$ cat src/rtl/fqs_pkg.sv
// Shared types and constants of the FIFO queue with search.
`default_nettype none

package fqs_pkg;

  // Default number of entries in the queue store.
  localparam int unsigned DefDepth = 16;

  // Fixed field widths of the beats.
  localparam int unsigned FuncW   = 3;
  localparam int unsigned ValueW  = 32;
  localparam int unsigned StatusW = 2;

  // Operation codes carried by the func field.
  typedef enum logic [FuncW-1:0] {
    FUNC_EMPTY  = 3'd0,
    FUNC_ENQ    = 3'd1,
    FUNC_DEQ    = 3'd2,
    FUNC_FRONT  = 3'd3,
    FUNC_REAR   = 3'd4,
    FUNC_SEARCH = 3'd5
  } func_e;

  // Status codes of a result beat.
  typedef enum logic [StatusW-1:0] {
    ST_OK       = 2'd0,
    ST_EMPTY    = 2'd1,
    ST_FULL     = 2'd2,
    ST_NOTFOUND = 2'd3
  } status_e;

  // Controller sequencing states.
  typedef enum logic [1:0] {
    S_IDLE   = 2'd0,
    S_READ   = 2'd1,
    S_SEARCH = 2'd2,
    S_EMIT   = 2'd3
  } state_e;

endpackage

`default_nettype wire

$ cat src/rtl/fqs_ram.sv
// Entry store of the queue: one write port and one read port with registered read data.
`default_nettype none

module fqs_ram #(
  parameter int unsigned Depth = fqs_pkg::DefDepth,
  parameter int unsigned Width = fqs_pkg::ValueW,
  localparam int unsigned AddrW = (Depth > 1) ? $clog2(Depth) : 1
) (
  input  wire logic             clk_i,
  input  wire logic             we_i,
  input  wire logic [AddrW-1:0] waddr_i,
  input  wire logic [Width-1:0] wdata_i,
  input  wire logic             re_i,
  input  wire logic [AddrW-1:0] raddr_i,
  output logic      [Width-1:0] rdata_o
);

  logic [Width-1:0] mem_q [Depth];
  logic [Width-1:0] rdata_q;

  // Synchronous write.
  always_ff @(posedge clk_i) begin
    if (we_i) begin
      mem_q[waddr_i] <= wdata_i;
    end
  end

  // Synchronous read; the read data is registered and valid in the cycle after the request.
  always_ff @(posedge clk_i) begin
    if (re_i) begin
      rdata_q <= mem_q[raddr_i];
    end
  end

  assign rdata_o = rdata_q;

endmodule

`default_nettype wire

$ cat src/rtl/fqs_ctrl.sv
// Queue controller: pointers, operation sequencer, search walk and output register.
`default_nettype none

module fqs_ctrl #(
  parameter int unsigned Depth = fqs_pkg::DefDepth,
  localparam int unsigned AddrW = (Depth > 1) ? $clog2(Depth) : 1
) (
  input  wire logic                              clk_i,
  input  wire logic                              rst_ni,
  input  wire logic                              in_valid_i,
  output logic                                   in_ready_o,
  input  wire logic        [fqs_pkg::FuncW-1:0]  func_i,
  input  wire logic signed [fqs_pkg::ValueW-1:0] value_i,
  output logic                                   out_valid_o,
  input  wire logic                              out_ready_i,
  output logic             [fqs_pkg::StatusW-1:0] status_o,
  output logic signed      [fqs_pkg::ValueW-1:0] data_o,
  output logic                                   found_at_rear_o,
  output logic                                   ram_we_o,
  output logic             [AddrW-1:0]           ram_waddr_o,
  output logic             [fqs_pkg::ValueW-1:0] ram_wdata_o,
  output logic                                   ram_re_o,
  output logic             [AddrW-1:0]           ram_raddr_o,
  input  wire logic        [fqs_pkg::ValueW-1:0] ram_rdata_i
);

  import fqs_pkg::*;

  localparam int unsigned CntW = $clog2(Depth + 1);

  // Circular index step forward.
  function automatic logic [AddrW-1:0] idx_next(input logic [AddrW-1:0] idx);
    logic [AddrW-1:0] res;
    res = (idx == AddrW'(Depth - 1)) ? '0 : idx + AddrW'(1);
    return res;
  endfunction

  // Circular index step back.
  function automatic logic [AddrW-1:0] idx_prev(input logic [AddrW-1:0] idx);
    logic [AddrW-1:0] res;
    res = (idx == '0) ? AddrW'(Depth - 1) : idx - AddrW'(1);
    return res;
  endfunction

  state_e                state_q, state_d;
  logic [AddrW-1:0]      head_q, head_d;
  logic [AddrW-1:0]      tail_q, tail_d;
  logic [CntW-1:0]       count_q, count_d;
  logic [AddrW-1:0]      ptr_q, ptr_d;
  logic [CntW-1:0]       rem_q, rem_d;
  logic                  hit_q, hit_d;
  logic [ValueW-1:0]     value_q, value_d;
  status_e               res_status_q, res_status_d;
  logic [ValueW-1:0]     res_data_q, res_data_d;
  logic                  res_rear_q, res_rear_d;
  logic                  out_valid_q, out_valid_d;
  logic [StatusW-1:0]    out_status_q;
  logic [ValueW-1:0]     out_data_q;
  logic                  out_rear_q;
  logic                  load_out;
  logic                  empty;
  logic                  full;
  logic                  eq;

  assign empty = (count_q == '0);
  assign full  = (count_q == CntW'(Depth));
  assign eq    = (ram_rdata_i == value_q);

  // Sequencer: next state, pointer updates and store accesses.
  always_comb begin
    state_d      = state_q;
    head_d       = head_q;
    tail_d       = tail_q;
    count_d      = count_q;
    ptr_d        = ptr_q;
    rem_d        = rem_q;
    hit_d        = hit_q;
    value_d      = value_q;
    res_status_d = res_status_q;
    res_data_d   = res_data_q;
    res_rear_d   = res_rear_q;
    in_ready_o   = 1'b0;
    load_out     = 1'b0;
    ram_we_o     = 1'b0;
    ram_waddr_o  = tail_q;
    ram_wdata_o  = value_i;
    ram_re_o     = 1'b0;
    ram_raddr_o  = head_q;

    case (state_q)
      S_IDLE: begin
        in_ready_o = 1'b1;
        if (in_valid_i) begin
          value_d      = value_i;
          res_status_d = ST_OK;
          res_data_d   = '0;
          res_rear_d   = 1'b0;
          hit_d        = 1'b0;
          state_d      = S_EMIT;
          case (func_e'(func_i))
            FUNC_EMPTY: begin
              res_status_d = empty ? ST_EMPTY : ST_OK;
            end
            FUNC_ENQ: begin
              if (full) begin
                res_status_d = ST_FULL;
              end else begin
                ram_we_o = 1'b1;
                tail_d   = idx_next(tail_q);
                count_d  = count_q + CntW'(1);
              end
            end
            FUNC_DEQ: begin
              if (empty) begin
                res_status_d = ST_EMPTY;
              end else begin
                ram_re_o = 1'b1;
                head_d   = idx_next(head_q);
                count_d  = count_q - CntW'(1);
                state_d  = S_READ;
              end
            end
            FUNC_FRONT: begin
              if (empty) begin
                res_status_d = ST_EMPTY;
              end else begin
                ram_re_o = 1'b1;
                state_d  = S_READ;
              end
            end
            FUNC_REAR: begin
              if (empty) begin
                res_status_d = ST_EMPTY;
              end else begin
                ram_re_o    = 1'b1;
                ram_raddr_o = idx_prev(tail_q);
                state_d     = S_READ;
              end
            end
            FUNC_SEARCH: begin
              if (empty) begin
                res_status_d = ST_EMPTY;
              end else begin
                // Walk from the oldest entry; the last one compared is the rear.
                ram_re_o = 1'b1;
                ptr_d    = idx_next(head_q);
                rem_d    = count_q - CntW'(1);
                state_d  = S_SEARCH;
              end
            end
            default: begin
              res_status_d = ST_OK;
            end
          endcase
        end
      end
      S_READ: begin
        res_data_d = ram_rdata_i;
        state_d    = S_EMIT;
      end
      S_SEARCH: begin
        if (rem_q == '0) begin
          res_status_d = (hit_q || eq) ? ST_OK : ST_NOTFOUND;
          res_rear_d   = eq;
          state_d      = S_EMIT;
        end else begin
          hit_d       = hit_q | eq;
          ram_re_o    = 1'b1;
          ram_raddr_o = ptr_q;
          ptr_d       = idx_next(ptr_q);
          rem_d       = rem_q - CntW'(1);
        end
      end
      S_EMIT: begin
        if (!out_valid_q || out_ready_i) begin
          load_out = 1'b1;
          state_d  = S_IDLE;
        end
      end
      default: begin
        state_d = S_IDLE;
      end
    endcase
  end

  // Output beat valid flag.
  always_comb begin
    if (load_out) begin
      out_valid_d = 1'b1;
    end else if (out_ready_i) begin
      out_valid_d = 1'b0;
    end else begin
      out_valid_d = out_valid_q;
    end
  end

  // Control state.
  always_ff @(posedge clk_i or negedge rst_ni) begin
    if (!rst_ni) begin
      state_q     <= S_IDLE;
      head_q      <= '0;
      tail_q      <= '0;
      count_q     <= '0;
      out_valid_q <= 1'b0;
    end else begin
      state_q     <= state_d;
      head_q      <= head_d;
      tail_q      <= tail_d;
      count_q     <= count_d;
      out_valid_q <= out_valid_d;
    end
  end

  // Working and result payload registers.
  always_ff @(posedge clk_i) begin
    ptr_q        <= ptr_d;
    rem_q        <= rem_d;
    hit_q        <= hit_d;
    value_q      <= value_d;
    res_status_q <= res_status_d;
    res_data_q   <= res_data_d;
    res_rear_q   <= res_rear_d;
    if (load_out) begin
      out_status_q <= res_status_q;
      out_data_q   <= res_data_q;
      out_rear_q   <= res_rear_q;
    end
  end

  assign out_valid_o     = out_valid_q;
  assign status_o        = out_status_q;
  assign data_o          = out_data_q;
  assign found_at_rear_o = out_rear_q;

endmodule

`default_nettype wire

$ cat src/rtl/fifo_queue_with_search_top.sv
// Top level of the FIFO queue of signed words with linear search.
`default_nettype none

// A first-in first-out queue of DEPTH signed 32-bit words. Each input beat carries an
// operation (empty test, enqueue, dequeue, front, rear, search) and a value; each one
// yields exactly one result beat with a status, a data word and, for a search, a flag
// telling whether the newest entry matches. Items are handled one at a time. Empty
// test, enqueue and every error case go from the accepting edge to the emit state,
// which loads the output register; dequeue, front and rear pass first through the
// read state, since the entry store has registered read data; a search walks the
// single read port of the store one entry a cycle from the oldest to the newest entry
// held, then goes to the emit state. The sequencer then returns to idle to take the
// next beat. A new input beat is taken in the cycle after the previous result enters
// the output register, even while that result still waits for the consumer; a
// finished result that finds the output register still full holds the sequencer until
// it drains.
module fifo_queue_with_search_top #(
  parameter int unsigned DEPTH = fqs_pkg::DefDepth
) (
  input  wire logic                               clk_i,
  input  wire logic                               rst_ni,
  input  wire logic                               in_valid_i,
  output logic                                    in_ready_o,
  input  wire logic        [fqs_pkg::FuncW-1:0]   func_i,
  input  wire logic signed [fqs_pkg::ValueW-1:0]  value_i,
  output logic                                    out_valid_o,
  input  wire logic                               out_ready_i,
  output logic             [fqs_pkg::StatusW-1:0] status_o,
  output logic signed      [fqs_pkg::ValueW-1:0]  data_o,
  output logic                                    found_at_rear_o
);

  import fqs_pkg::*;

  localparam int unsigned AddrW = (DEPTH > 1) ? $clog2(DEPTH) : 1;

  logic              ram_we;
  logic [AddrW-1:0]  ram_waddr;
  logic [ValueW-1:0] ram_wdata;
  logic              ram_re;
  logic [AddrW-1:0]  ram_raddr;
  logic [ValueW-1:0] ram_rdata;

  // Sequencer and output register.
  fqs_ctrl #(
    .Depth(DEPTH)
  ) u_ctrl (
    .clk_i          (clk_i),
    .rst_ni         (rst_ni),
    .in_valid_i     (in_valid_i),
    .in_ready_o     (in_ready_o),
    .func_i         (func_i),
    .value_i        (value_i),
    .out_valid_o    (out_valid_o),
    .out_ready_i    (out_ready_i),
    .status_o       (status_o),
    .data_o         (data_o),
    .found_at_rear_o(found_at_rear_o),
    .ram_we_o       (ram_we),
    .ram_waddr_o    (ram_waddr),
    .ram_wdata_o    (ram_wdata),
    .ram_re_o       (ram_re),
    .ram_raddr_o    (ram_raddr),
    .ram_rdata_i    (ram_rdata)
  );

  // Entry store.
  fqs_ram #(
    .Depth(DEPTH),
    .Width(ValueW)
  ) u_ram (
    .clk_i  (clk_i),
    .we_i   (ram_we),
    .waddr_i(ram_waddr),
    .wdata_i(ram_wdata),
    .re_i   (ram_re),
    .raddr_i(ram_raddr),
    .rdata_o(ram_rdata)
  );

endmodule

`default_nettype wire
$ cat config.mk
export PLATFORM = sky130hd
export DESIGN_NAME = fifo_queue_with_search_top
export DESIGN_NICKNAME = d
export VERILOG_FILES = /design/src/rtl/fqs_pkg.sv /design/src/rtl/fqs_ram.sv /design/src/rtl/fqs_ctrl.sv /design/src/rtl/fifo_queue_with_search_top.sv
export SDC_FILE = /design/constraint.sdc
export NUM_CORES = 1
export LEC_CHECK = 0
export BUFFER_PORTS_ARGS = -buffer_cell sky130_fd_sc_hd__buf_2
export CAP_MARGIN = 20
export CORE_ASPECT_RATIO = 0.6
export CORE_MARGIN = 2
export CORE_UTILIZATION = 38
export CTS_CLUSTER_SIZE = 40
export DETAILED_ROUTE_END_ITERATION = 6
export HOLD_SLACK_MARGIN = 0.06
export SYNTH_ARGS = -nofsm -noshare
export SYNTH_HDL_FRONTEND = slang
export SYNTH_SLANG_ARGS = --single-unit
$ cat constraint.sdc
create_clock -name clk_i -period 5.6 [get_ports clk_i]
set_input_delay 0.56 -clock clk_i [delete_from_list [all_inputs] [get_ports clk_i]]
set_output_delay 0.56 -clock clk_i [all_outputs]
set_load 0.02 [all_outputs]
Word level (Yosys, flattened, before mapping)
Memory sizes are Yosys's and may differ from the RTL's. A register that Yosys moved wholly into a read port is not among the register bits.
Index checks and enable logic that the tools add are counted.
{"block": "op_classes", "n_eq_ne": 21, "addsub": 7, "order_cmp": 0, "shifts": 0, "reduce_logical": 24, "bitwise": 3, "n_mul": 0, "n_div": 0, "n_mux": 58}
{"operator": "$pmux 32 s2", "count": 1}
{"operator": "$mux 4", "count": 12}
{"operator": "$eq 32x32->1", "count": 1}
{"operator": "$mux 32", "count": 1}
{"operator": "$mux 5", "count": 5}
{"operator": "$mux 1", "count": 20}
{"operator": "$pmux 5 s2", "count": 2}
{"operator": "$mux 2", "count": 8}
{"operator": "$pmux 4 s2", "count": 2}
{"operator": "$add 4x1->4 const B", "count": 3}
{"operator": "$eq 4x4->1 const B", "count": 3}
{"operator": "$ne 2x2->1 const B", "count": 6}
{"operator": "$pmux 2 s2", "count": 3}
{"operator": "$logic_not 5->1", "count": 2}
{"operator": "$reduce_and 5->1", "count": 2}
{"operator": "$sub 5x1->5 const B", "count": 2}
{"operator": "$reduce_and 3->1", "count": 3}
{"operator": "$pmux 2 s4", "count": 1}
{"operator": "$reduce_and 4->1", "count": 2}
{"operator": "$reduce_bool 2->1", "count": 4}
{"operator": "$eq 3x2->1 const B", "count": 2}
{"operator": "$eq 3x3->1 const B", "count": 2}
{"operator": "$pmux 1 s2", "count": 3}
{"operator": "$add 5x1->5 const B", "count": 1}
{"operator": "17 further kinds", "count": 22}
{"block": "word_totals", "mem_bits_rw": 512, "word_cells": 129, "ff_bits": 128, "in_bits": 39, "mem_count": 1, "latchBits": 0, "rom_bits": 0}
{"name": "u_ram.mem_q", "depth": 16, "width": 32, "rd": 1, "rd_clocked_by_memory_dff": 1, "wr": 1, "line": "fqs_ram.sv:18", "source": "logic [Width-1:0] mem_q [Depth];"}

Longest topological paths before layout
Gate-level depths: netlist of run 1.
{"block": "logic_depth", "word_depth": 7, "depth_mapped": 13}

By module
Synthesis of run 1 repeated with hierarchy kept, for this count alone.
{"block": "unflattened", "cells_unflattened": 1242, "hier_area_um2": 25889.8}
{"module": "fqs_ram", "seq_area_each_um2": 16335.7, "cells_each": 838, "area_each_um2": 20155.6, "n_inst": 1}
{"module": "fqs_ctrl", "seq_area_each_um2": 3763.6, "cells_each": 404, "area_each_um2": 5734.2, "n_inst": 1}

Worst setup path after synthesis of run 1
OpenSTA, ideal clock, no wires.
{"block": "synth_path", "path_kind": "input-to-reg", "start": "in func_i[1] (netlist bit)", "end": "mem u_ram.mem_q[3][0] (netlist bit) (enable)", "path_slack_ns": 0.997, "setup_ns": 0.461, "stages": 6, "arrival_ns": 4.142, "t_required_ns": 5.139, "cell_sequence": "clkbuf_1 -> nor2b_1 -> nand2_1 -> nor3_1 -> nand2_1 -> nor3_1"}
{"block": "synth_via", "elab_chain_len": 6}
{"element": "start: declaration", "line": "fifo_queue_with_search_top.sv:24", "source": "input wire logic [fqs_pkg::FuncW-1:0] func_i,"}
{"element": "$eq 3x1->1", "line": "fqs_ctrl.sv:100", "source": "case (func_e'(func_i))"}
{"element": "$mux 1", "line": "fqs_ctrl.sv:100"}
{"element": "$mux 1", "line": "fqs_ctrl.sv:93", "source": "if (in_valid_i) begin"}
{"element": "$mux 1", "line": "fqs_ctrl.sv:90", "source": "case (state_q)"}
{"element": "$mux 1", "line": "fqs_ram.sv:23", "source": "if (we_i) begin"}
{"element": "$mux 1 (not written as such)", "line": "fqs_ram.sv:24", "source": "mem_q[waddr_i] <= wdata_i;"}
{"element": "end: declaration", "line": "fqs_ram.sv:18"}
No other way between the ends.

Worst setup path after layout of run 1
{"block": "layout_path", "start": "reg u_ctrl.state_q[0]", "end": "reg u_ram.rdata_q[0], in the netlist u_ram.rdata_o[0] (read register of u_ram.mem_q), data pin"}
{"block": "layout_via", "elab_chain_len": 2, "word_cells_on_any_way": 4, "classes_between": "1 x eq/ne; 2 x mux; 1 x reduce/logical"}
{"element": "start: declaration", "line": "fqs_ctrl.sv:45", "source": "state_e state_q, state_d;"}
{"element": "start signal: assignment", "line": "fqs_ctrl.sv:206", "source": "state_q <= state_d;"}
{"element": "$eq 2x2->1 / $logic_not 2->1 (equally long branches)", "line": "fqs_ctrl.sv:90"}
{"element": "$pmux 4 s2 / $pmux 1 s2 (equally long branches)", "line": "fqs_ctrl.sv:90"}
{"element": "end: declaration", "line": "fqs_ram.sv:19", "source": "logic [Width-1:0] rdata_q;"}
Parallel ways exist; a longest one is shown, timed or not.
A chain may end at the register's enable or synchronous reset.

==> impl_results.rst, run 1 <==
.. list-table::
   :header-rows: 1

   * - Metric
     - Value
   * - Critical path peak fanout
     - 24
   * - Cell area reported after detailed placement
     - roughly 0.029 mm^2
   * - Total of max-cap violations
     - 0
   * - Dominant delay contributor by cell family on the critical path
     - compound AO/OA/AOI/OAI gates
   * - Final-layout fill cell count
     - about 6100
   * - Count of flip-flops with a built-in enable after synthesis
     - about 660
   * - Worst r2r dst
     - u_ram.rdata_o[0]
   * - Worst reg-to-reg setup slack
     - around 1.3 ns
   * - CP max stage delay
     - 0.86 ns
   * - Net Sw Frac
     - a little over a third
   * - Number of antenna violations at the first check in global routing
     - 2
   * - Combinational fraction of design power
     - between 30% and 40%
   * - Commonest non-fill, non-tap cell in the layout
     - edfxtp_1
   * - Proportion of synthesized chip area in sequential cells
     - about three quarters
   * - Die Ht
     - about 210 um
   * - Tmin final
     - approximately 4.3 ns
   * - Number of instances in the synthesized netlist
     - between 1500 and 2000
   * - Asr flop ratio synth
     - 2.381%
   * - End point of the most critical hold path
     - u_ctrl.out_valid_o
   * - Maximum vdd drop
     - slightly below 0.0007 V
   * - Post-place setup slack
     - between 1 and 1.5 ns
   * - Routed wire length per instance
     - 26.64 um
   * - RSZ-0062 raised after global routing
     - no
   * - Maximum number of pins on one net before global-route repair
     - 97
   * - Relative slew slack
     - 26.27%
   * - Sink Count
     - between 600 and 700
   * - Total number of yosys warnings
     - 0
   * - Pwr/cell area
     - 547.0 mW/mm^2
   * - Detailed-placement wirelength estimate
     - between 40000 and 50000 um
   * - Pin slew with the least headroom to its limit
     - 1.103 ns
   * - Fraction of layout cells with a size suffix above 1
     - between 10% and 20%
   * - Placement Rows
     - between 70 and 80
   * - Summed negative setup slack over all endpoints
     - 0 ns
   * - Flip-flop cell with the highest count after synthesis
     - edfxtp_1
   * - Count of cells along the worst hold path
     - 4
   * - Post-route antenna net violation count
     - 0
   * - Sum of buffers and inverters on the critical path
     - 3
   * - Maximum clock rate
     - about 240 MHz
   * - TritonCTS clock tree
     - built
   * - Class of the worst hold path
     - primary input to flop
   * - Area of the core region
     - roughly 0.07 mm^2
   * - Quantity of I/O buffers inserted on ports
     - 75
   * - First-pass GRT wire length
     - roughly 100000 um
   * - Fraction of the cycle the final worst path needs
     - between 70% and 80%
   * - DR vias/cell
     - slightly below 6
   * - Chip Width
     - ~350 um
   * - Total leakage power
     - roughly 10 nW
   * - GRT Residual Overflow
     - 0
   * - Die footprint
     - around 0.074 mm^2
   * - Internal power consumption
     - approximately 11 mW
   * - H-tree depth
     - 2
   * - First DRT Iteration DRCs
     - between 1500 and 2000
   * - Maximum clock insertion buffer count
     - 3
   * - Arrival time worst endpoint
     - between 4 and 5 ns
   * - Final setup violation count
     - 0
   * - Antenna diodes
     - 0
   * - Count of cell types in the netlist
     - 63
   * - Count of buffers added by post-CTS timing repair for setup
     - 0
   * - CP Launch Type
     - flop
   * - Clock skew after layout
     - approximately 0.012 ns
   * - Number of pins exceeding their max-slew limit in the final report
     - 0
   * - Startpoint of the tightest hold check path
     - out_ready_i
   * - CTS Root Buffer Type
     - clkbuf_16
   * - Critical path required time
     - 5.92 ns
   * - Capturing element type of the critical path
     - flop
   * - Power spent charging and discharging nets
     - approximately 6 mW
   * - Cell at the slowest stage of the critical path
     - o2bb2ai_4
   * - Post-route standard cell area excluding fillers
     - between 0.03 and 0.04 mm^2
   * - Category of the critical setup timing path
     - flop to flop
   * - Beginning of the worst register-to-register path
     - u_ctrl.state_q[0]
   * - Syn_nets
     - approximately 1700
   * - Number of cell instances on the worst register-to-register path
     - 10
   * - Register clock-pin slew on the reported worst setup and hold paths
     - 0.07 ns
   * - Leading cell types in the layout, fill and taps excluded
     - 656 x edfxtp_1, 110 x o21ai_0, 103 x nand4_1
   * - DRC Markers
     - 0
   * - Routed Wire Length
     - ~72000 um
   * - Placer's final routability congestion estimate
     - between 0.8 and 0.9
   * - Final Hold Violating Endpoints
     - 0
   * - Mapped Area
     - around 0.027 mm^2
   * - Starting density of the core
     - about two fifths
   * - Final worst-path setup slack
     - ~1.3 ns
   * - Register bit count reported by yosys
     - 672
   * - Area delta synth->final
     - 13.12%
   * - Number of global-route vias before repair
     - about 15000
   * - Iteration count of the initial detailed-routing pass
     - 5
   * - Number of cells in the design after placement
     - roughly 2600
   * - Overall via count from detail_route
     - about 16000
   * - Mean cell area of the mapped netlist
     - about 16 um^2
   * - PostCTS Resize Cnt
     - 0
   * - Clock group share of total power
     - 24.0%
   * - Fin nets
     - 1777
   * - Clock network latency to the later pin of the worst-skew pair
     - 0.62 ns
   * - Critical Path, Cell by Cell
     - inv_1 > ha_1 > buf_4 > and2_0 > o21ai_0 > o2bb2ai_4 > or2_2 > buf_12 > o22a_1 > o2111ai_1
   * - Result of the run
     - completed
   * - Finished Layout Cells
     - around 2700
   * - Total routing usage reported by global routing
     - around a fifth
   * - Count of pins on the block boundary
     - 76
   * - Sequential power share
     - between 30% and 40%
   * - Clock buffers created by TritonCTS
     - slightly below 60
## state kept, by name (all words and copies together), names as in the netlist, 2 cells and up
| name | count |
|---|---|
| u_ctrl.count_q | 5 |
| u_ctrl.data_o | 32 |
| u_ctrl.head_q | 4 |
| u_ctrl.ptr_q | 4 |
| u_ctrl.ram_waddr_o | 4 |
| u_ctrl.rem_q | 5 |
| u_ctrl.res_data_q | 32 |
| u_ctrl.res_status_q | 2 |
| u_ctrl.state_q | 2 |
| u_ctrl.status_o | 2 |
| u_ctrl.value_q | 32 |
| u_ram.mem_q | 512 |
| u_ram.rdata_o | 32 |
## tightest hold or removal path, delay by kind of cell
| kind | cells | cell delay, ns |
|---|---|---|
| and+or+nand+nor | 2 | 0.13 |
| buffers and inverters | 2 | 0.12 |
## cell usage after synthesis (10+ instances only)
master | count | area, um^2
ha_1 | 16 | 200.2
inv_1 | 14 | 52.55
buf_2 | 11 | 55.05
xnor2_1 | 39 | 341.6
nand4_1 | 103 | 644.4
mux2i_1 | 99 | 991.0
clkbuf_1 | 93 | 349.1
a211oi_1 | 96 | 720.7
nand2_1 | 60 | 225.2
mux2_2 | 69 | 777.0
nor3_1 | 10 | 50.05
o21ai_0 | 110 | 550.5
a2111oi_2 | 29 | 435.4
edfxtp_1 | 656 | 19700
o22a_1 | 32 | 280.3
and2_1 | 33 | 206.5
nor2_1 | 26 | 97.59
dfrtp_1 | 16 | 400.4
o2111ai_1 | 32 | 280.3
## worst max-delay path by stage
stage                           start             endpoint  depth (start not counted)
floorplan                   func_i[1]    u_ram.mem_q[3][0]                          6
global route          u_ctrl.rem_q[0]    u_ram.rdata_o[29]                         10
finish              u_ctrl.state_q[0]     u_ram.rdata_o[0]                         10
CTS                 u_ctrl.state_q[0]     u_ram.rdata_o[0]                         10
detailed placement    u_ctrl.rem_q[0]     u_ram.rdata_o[1]                         10
global placement            func_i[1]  u_ram.mem_q[14][24]                          7
## kinds of logic after synthesis
group / Yosys count / synth area share (%)
AND/OR/NAND/NOR: 268 / 5.441
flip-flops: 672 / 74.01
AO/OA/AOI/OAI: 344 / 9.610
multiplexers: 169 / 6.551
adder cells (fa/ha/maj): 16 / 0.7371
XOR/XNOR: 47 / 1.516
buffers and inverters: 131 / 2.138
## per-layer routing
layer,routed length (um),global-route usage (%),share of wire (%)
met1,33480,29.56,47
met2,29760,27.65,42
met3,6783,4.878,9.5
met4,1629,4.652,2.3
met5,14,0,0.020
## repair_timing
item / in CTS / in global routing
hold buffers: 1 / 0
endpoints found under the setup margin: 0 / 0
hold endpoints to repair: 16 / 0
## final cells by class
class                      count  area (um^2)  share of cell area (%)
sequential                   672        20100                   65.42
multi-input combinational    844         6683                   21.75
clock buffer                  71         1564                   5.091
tap                          924         1156                   3.763
timing repair buffer         131        860.8                   2.802
clock inverter                34        306.5                  0.9978
inverter                      14        52.55                  0.1711
## through the flow
| step | power (mW) | util [%] | hold slack, ns |
|---|---|---|---|
| 6_report | 16.81 | 43.71 | 0.2413 |
| 5_1_grt | 17.55 | 43.71 | 0.2578 |
| 4_1_cts | 16.83 | 43.70 | 0.2251 |
| 3_5_place_dp | 12.79 | 41.02 | 0.4045 |
| 3_3_place_gp | 12.70 | 41.02 | 0.4011 |
| 2_1_floorplan | 10.68 | - | 0.2644 |
## power by group through the flow
stage	combinational (mW)	sequential (mW)	clock (mW)
global route	6.48	6.76	4.31
finish	6.07	6.70	4.04
global placement	5.90	6.79	0
detailed placement	5.99	6.80	0
floorplan	3.93	6.75	0
CTS	6.03	6.70	4.10
Power figures use the tool's default switching activity.
==> run 2: changes to the inputs <==
--- a/config.mk
+++ b/config.mk
@@ -5,6 +5,7 @@
 export SDC_FILE = /design/constraint.sdc
 export NUM_CORES = 1
 export LEC_CHECK = 0
+export ABC_AREA = 1
 export BUFFER_PORTS_ARGS = -buffer_cell sky130_fd_sc_hd__buf_2
 export CAP_MARGIN = 20
 export CORE_ASPECT_RATIO = 0.6
==> constraint.sdc (replaced) <==
create_clock -name clk_i -period 3.8 [get_ports clk_i]
set_input_delay 0.38 -clock clk_i [delete_from_list [all_inputs] [get_ports clk_i]]
set_output_delay 0.38 -clock clk_i [all_outputs]
set_load 0.02 [all_outputs]
==> impl_results.rst, run 2 <==
.. list-table::
   :header-rows: 1

   * - Metric
     - Value
   * - Pwr/cell area
     - between 800 and 900 mW/mm^2
   * - Dominant cells by area after synthesis
     - edfxtp_1 68%, nand3_1 10%, nand2_1 8.8%
   * - Number of pins exceeding their max-slew limit in the final report
     - 0
   * - Core utilization of the finished layout
     - 43.48%
   * - Critical Path, Cell by Cell
     - inv_1 > ha_1 > nand2_1 > nand2_1 > nand2_1 > nor2_1 > nor2_4 > buf_12 > nand3_1 > nand3_1 > nand3_1 > nand3_1 > nand2_1
   * - First-pass GRT wire length
     - 115900 um
   * - Arrival time worst endpoint
     - roughly 3.9 ns
   * - Class of the worst hold path
     - primary input to flop
   * - Pin slew with the least headroom to its limit
     - roughly 1.3 ns
   * - RSZ-0062 raised after global routing
     - no
   * - Category of the critical setup timing path
     - flop to flop
   * - TritonCTS clock tree
     - built
   * - Maximum clock insertion buffer count
     - 3
   * - Result of the run
     - completed
   * - Adder and majority gate portion of the synthesized area
     - less than 1%
   * - Register clock-pin slew on the reported worst setup and hold paths
     - 0.07 ns
   * - First DRT Iteration DRCs
     - approximately 2400
   * - Routed wire length per instance
     - roughly 21 um
   * - Routed Wire Length
     - 77750 um
   * - Clock buffers created by TritonCTS
     - 59
   * - Total number of yosys warnings
     - 0
   * - Clock skew after layout
     - 0.01803 ns
   * - Leading cell types in the layout, fill and taps excluded
     - 677 x nand2_1, 656 x edfxtp_1, 605 x nand3_1
   * - Mapped Area
     - roughly 0.029 mm^2
   * - Register bit count reported by yosys
     - between 600 and 700
   * - Asr flop ratio synth
     - under 10%
   * - Cell type contributing the most total cell area after synthesis
     - edfxtp_1
   * - Number of cell instances on the worst register-to-register path
     - 13
   * - Commonest non-fill, non-tap cell in the layout
     - nand2_1
   * - Quantity of I/O buffers inserted on ports
     - 75
   * - Placement Rows
     - 78
   * - Relative slew slack
     - 16.30%
   * - Flip-flop cell with the highest count after synthesis
     - edfxtp_1
   * - Capture point of the worst path
     - u_ram.rdata_o[20]
   * - Number of instances in the synthesized netlist
     - between 2000 and 3000
   * - DR vias/cell
     - about 5.2
   * - Capturing element type of the critical path
     - flop
   * - Pwr Total
     - about 26 mW
   * - Critical path depth
     - 13
   * - PostCTS Resize Cnt
     - 0
   * - Hold-fix buffers at CTS
     - 1
   * - Final setup violation count
     - 0
   * - Cell at the slowest stage of the critical path
     - dfrtp_1
   * - Chip Width
     - between 300 and 400 um
   * - Number of flip-flops under the largest register name
     - 512
   * - Setup crit start
     - u_ctrl.ram_waddr_o[0]
   * - Total of max-cap violations
     - 0
   * - Maximum clock rate
     - about 290 MHz
   * - Multiplexer area fraction after synthesis
     - less than 1%
   * - Critical path required time
     - about 4.2 ns
   * - Maximum number of pins on one net before global-route repair
     - 182
   * - Maximum vdd drop
     - between 0.001 and 0.0015 V
   * - Count of pins on the block boundary
     - 76
   * - Number of antenna violations at the first check in global routing
     - 6
   * - Fraction of the cycle the final worst path needs
     - about 92%
   * - Area of the core region
     - ~0.075 mm^2
   * - Synth top area share
     - 68.16%
   * - Area delta synth->final
     - 13.49%
   * - Count of flip-flops with a built-in enable after synthesis
     - 656
   * - Post-route antenna net violation count
     - 0
   * - Final worst-path setup slack
     - between 0.2 and 0.3 ns
   * - Summed negative setup slack over all endpoints
     - 0 ns
   * - Starting density of the core
     - a little under two fifths
   * - Critical path peak fanout
     - roughly 180
   * - Worst reg-to-reg setup slack
     - 0.30 ns
   * - Placer's final routability congestion estimate
     - 0.8647
   * - DRC Markers
     - 0
   * - Area fraction in compound gates after synthesis
     - less than 1%
   * - Sink Count
     - between 600 and 700
   * - CTS Root Buffer Type
     - clkbuf_16
   * - CP Launch Type
     - flop
   * - Mean cell area of the mapped netlist
     - roughly 11 um^2
   * - Worst r2r dst
     - u_ram.rdata_o[20]
   * - Fin nets
     - approximately 2700
   * - H-tree depth
     - 2
   * - Dominant delay contributor by cell family on the critical path
     - simple AND/OR/NAND/NOR gates
   * - Clock network latency to the later pin of the worst-skew pair
     - about 0.62 ns
   * - Final Hold Violating Endpoints
     - 0
   * - Most common cell in the netlist
     - nand2_1
   * - Count of buffers added by post-CTS timing repair for setup
     - 0
   * - Simple-gate share of the synthesized area
     - about a fifth
   * - Detailed-placement wirelength estimate
     - about 42000 um
   * - Top cells by count, synth
     - 677 x nand2_1, 656 x edfxtp_1, 606 x nand3_1
   * - CP max stage delay
     - 0.48 ns
   * - GRT Residual Overflow
     - 0
   * - XOR/XNOR Fraction of Synth Area
     - 0.8183%
   * - Total routing usage reported by global routing
     - between 10% and 20%
   * - Die Ht
     - 217.6 um
   * - Post-place setup slack
     - roughly 0.60 ns
   * - Syn_nets
     - 2677
   * - Number of global-route vias before repair
     - 18000
   * - Sum of buffers and inverters on the critical path
     - 2
   * - Count of cell types in the netlist
     - 37
   * - Register with the highest flop count
     - u_ram.mem_q
   * - Overall via count from detail_route
     - 19370
   * - Fraction of layout cells with a size suffix above 1
     - about a tenth
   * - Main combinational cell family by area after synthesis
     - simple AND/OR/NAND/NOR gates
   * - Iteration count of the initial detailed-routing pass
     - 5
   * - Die footprint
     - slightly below 0.08 mm^2
   * - Total leakage power
     - ~13 nW
   * - Final-layout fill cell count
     - just under 7000
   * - Beginning of the worst register-to-register path
     - u_ctrl.ram_waddr_o[0]
   * - Proportion of synthesized chip area in sequential cells
     - a little over two thirds
   * - Tmin final
     - approximately 3.5 ns
run 2: layout make-up:
class,instances,area (um^2),share of cell area [%]
Sequential cell,672,20100,61.28
Multi-Input combinational cell,1457,6957,21.21
Clock buffer,73,1572,4.792
Inverter,354,1329,4.051
Tap cell,1000,1251,3.815
Timing Repair Buffer,125,1129,3.441
Clock inverter,34,459.2,1.400
Antenna cell,1,2.502,0.007630
run 2: worst register-to-register path, delay by kind of cell (launching register included):
family / cells / cell delay (ns)
fa+ha+maj: 1 / 0.27
simple gates: 10 / 1.86
flops: 1 / 0.48
buf+inv: 2 / 0.65
run 2: report_power, final:
group / internal (mW) / switching (mW)
combinational: 2.98 / 7.01
sequential: 9.36 / 0.577
clock: 3.68 / 2.72
run 2: cells by family after synthesis:
| family | after synthesis |
|---|---|
| xor+xnor | 27 |
| flops | 672 |
| fa+ha+maj | 16 |
| buf+inv | 493 |
| compound gates | 37 |
| mux | 2 |
| simple gates | 1375 |
run 2: metrics by stage:
step / cells / hold WS (ns) / area [um^2]
floorplan: 2622 / 0.08441 / 28910
global placement: 3606 / 0.3361 / 30730
detailed placement: 3606 / 0.3449 / 30730
CTS: 3714 / 0.06166 / 32780
global route: 3715 / 0.08283 / 32800
finish: 3716 / 0.08575 / 32800
run 2: worst min path at each step:
stage | startpoint | depth (start not counted) | slack (ns) | end
after floorplan | rst_ni | 0 | 0.08 | u_ctrl.count_q[0]
after global placement | rst_ni | 1 | 0.34 | u_ctrl.count_q[2]
after detailed placement | rst_ni | 1 | 0.34 | u_ctrl.count_q[4]
after CTS | out_ready_i | 4 | 0.06 | u_ctrl.out_valid_o
after global routing | out_ready_i | 4 | 0.08 | u_ctrl.out_valid_o
final | out_ready_i | 4 | 0.09 | u_ctrl.out_valid_o
run 2: per-layer routing:
metal	GRT usage (%)	wire length (um)	share of wire, %
met5	0	55	0.071
met1	29.24	34830	45
met2	28.83	33300	43
met3	4.860	8069	10
met4	4.174	1494	1.9
==> run 3: changes to the inputs <==
--- a/config.mk
+++ b/config.mk
@@ -11,9 +11,10 @@
 export CORE_ASPECT_RATIO = 0.6
 export CORE_MARGIN = 2
 export CORE_UTILIZATION = 38
-export CTS_CLUSTER_SIZE = 40
+export CTS_CLUSTER_SIZE = 8
 export DETAILED_ROUTE_END_ITERATION = 6
 export HOLD_SLACK_MARGIN = 0.06
+export PLACE_DENSITY = 0.63
 export SYNTH_ARGS = -nofsm -noshare
 export SYNTH_HDL_FRONTEND = slang
 export SYNTH_SLANG_ARGS = --single-unit
==> impl_results.rst, run 3 (synthesis gave the netlist of run 2 again) <==
.. list-table::
   :header-rows: 1

   * - Metric
     - Value
   * - DR vias/cell
     - about 5
   * - CP Launch Type
     - flop
   * - Highest routed metal layer
     - met5
   * - Commonest non-fill, non-tap cell in the layout
     - nand2_1
   * - Register with the highest flop count
     - u_ram.mem_q
   * - Total of max-cap violations
     - 0
   * - Fraction of layout cells with a size suffix above 1
     - between 10% and 20%
   * - Finished Layout Cells
     - approximately 3700
   * - Detailed-route wire length on metal 1
     - 35300 um
   * - Total leakage power
     - between 10 and 15 nW
   * - Number of cells in the design after placement
     - 3621
   * - Chip Width
     - 360.0 um
   * - Post-route antenna net violation count
     - 0
   * - Starting density of the core
     - 38.31%
   * - Result of the run
     - completed
   * - Final worst-path setup slack
     - 0.5158 ns
   * - Arrival time worst endpoint
     - around 3.6 ns
   * - Tmin final
     - about 3.3 ns
   * - Relative slew slack
     - 32.25%
   * - Post-place setup slack
     - 0.6280 ns
   * - Final Hold Violating Endpoints
     - 0
   * - GRT Residual Overflow
     - 0
   * - Clock network latency to the later pin of the worst-skew pair
     - just over 0.6 ns
   * - Number of global-route vias before repair
     - about 18000
   * - Area delta synth->final
     - 15.07%
   * - Routed wire length per instance
     - approximately 20 um
   * - Clock buffers created by TritonCTS
     - 94
   * - Critical path required time
     - slightly above 4 ns
   * - Leading cell types in the layout, fill and taps excluded
     - 677 x nand2_1, 656 x edfxtp_1, 605 x nand3_1
   * - Die Ht
     - 217.6 um
   * - Die footprint
     - between 0.07 and 0.08 mm^2
   * - TritonCTS clock tree
     - built
   * - Wire length on met2
     - 30100 um
   * - CTS Root Buffer Type
     - clkbuf_16
   * - Sink Count
     - 672
   * - Number of pins exceeding their max-slew limit in the final report
     - 0
   * - Class of the worst hold path
     - primary input to flop
   * - Maximum number of pins on one net before global-route repair
     - 104
   * - Pwr/cell area
     - around 820 mW/mm^2
   * - Placer's final routability congestion estimate
     - approximately 0.87
   * - Placement Rows
     - 78
   * - Area of the core region
     - between 0.07 and 0.08 mm^2
   * - First-pass GRT wire length
     - 115700 um
   * - Maximum vdd drop
     - roughly 0.00075 V
   * - First DRT Iteration DRCs
     - ~2400
   * - Register clock-pin slew on the reported worst setup and hold paths
     - ~0.050 ns
   * - Wire length on met3
     - roughly 9500 um
   * - Count of pins on the block boundary
     - 76
   * - Maximum clock insertion buffer count
     - 3
   * - Pin slew with the least headroom to its limit
     - between 1 and 1.5 ns
   * - Category of the critical setup timing path
     - flop to flop
   * - Worst Hold Margin
     - 0.1365 ns
   * - Final-layout fill cell count
     - slightly below 7000
   * - Iteration count of the initial detailed-routing pass
     - 6
   * - Routed Wire Length
     - between 70000 and 80000 um
   * - Final setup violation count
     - 0
   * - Clock skew after layout
     - between 0.02 and 0.025 ns
   * - Fin nets
     - about 2800
   * - Capturing element type of the critical path
     - flop
   * - H-tree depth
     - 3
   * - Overall via count from detail_route
     - roughly 19000
   * - Fraction of the cycle the final worst path needs
     - a little under 90%
   * - DRC Markers
     - 0
   * - PostCTS Resize Cnt
     - 0
   * - Detailed-placement wirelength estimate
     - 44970 um
   * - Number of flip-flops under the largest register name
     - around 510
   * - Maximum clock rate
     - 304.5 MHz
   * - Number of antenna violations at the first check in global routing
     - 3
   * - Summed negative setup slack over all endpoints
     - 0 ns
   * - Critical path peak fanout
     - 16
   * - Quantity of I/O buffers inserted on ports
     - 75
   * - RSZ-0062 raised after global routing
     - no
   * - Total routing usage reported by global routing
     - between 10% and 20%
## run 3: cell types whose count changed in the layout (fill, tap and decap cells not counted), sizes merged
cell | previous run | this run
clkbuf | 73 | 113
buf | 124 | 139
clkinv | 18 | 4
bufinv | 11 | 0
clkinvlp | 3 | 0
inv | 356 | 355
## run 3: final cells by class
cell class | instances | area, um^2 | area share [%]
inverters | 354 | 1329 | 3.995
well taps | 1000 | 1251 | 3.762
multi-input cells | 1457 | 6957 | 20.92
repair buffers | 140 | 1129 | 3.394
clock buffers | 113 | 2424 | 7.287
clock inverters | 5 | 66.31 | 0.1994
diodes | 1 | 2.502 | 0.007524
flip-flops and latches | 672 | 20100 | 60.44
## run 3: metrics by stage
step | cell area (um^2) | total power, mW | utilization (%)
2_1_floorplan | 28910 | 16.67 | -
3_3_place_gp | 30730 | 19.87 | 40.74
3_5_place_dp | 30730 | 19.91 | 40.74
4_1_cts | 33230 | 27.27 | 44.05
5_1_grt | 33260 | 28.86 | 44.08
6_report | 33260 | 27.25 | 44.08
## run 3: worst paths after layout
path,start,end,slack [ns],depth (start not counted)
min reg2reg,u_ctrl.res_data_q[30],u_ctrl.data_o[30],0.40,0
max,u_ctrl.state_q[1],u_ram.mem_q[14][29],0.52,9
min,out_ready_i,u_ctrl.out_valid_o,0.14,4
min in group asynchronous,rst_ni,u_ctrl.count_q[4],0.26,2
max reg2reg,u_ctrl.state_q[1],u_ram.mem_q[14][29],0.52,9
max in group asynchronous,rst_ni,u_ctrl.head_q[1],3.22,2
## run 3: metal layers
layer,track usage (%),vias to the layer above
met1,29.99,9053
met4,4.300,4
li1,-,9022
met5,1.654,-
met3,6.819,112
met2,26.17,902
## run 3: critical path: stages (launching register included)
cell and delay [ns]:
dfrtp_1 0.41, inv_1 0.12, ha_1 0.45, nand2_1 0.27, nor2_1 0.17, nand2_1 0.20, inv_1 0.20, nand2_1 0.26
nor2_4 0.61, buf_12 0.25
## run 3: what timing repair did
| action | in CTS | in global routing |
|---|---|---|
| setup buffers | 0 | 0 |
| setup endpoints to repair | 0 | 0 |
| hold buffers | 1 | 0 |
| endpoints found under the hold margin | 16 | 0 |
## run 3: power by group
part	internal, mW	switching (mW)
sequential	9.38	0.808
combinational	2.97	6.79
clock	4.40	2.90
total	16.8	10.5
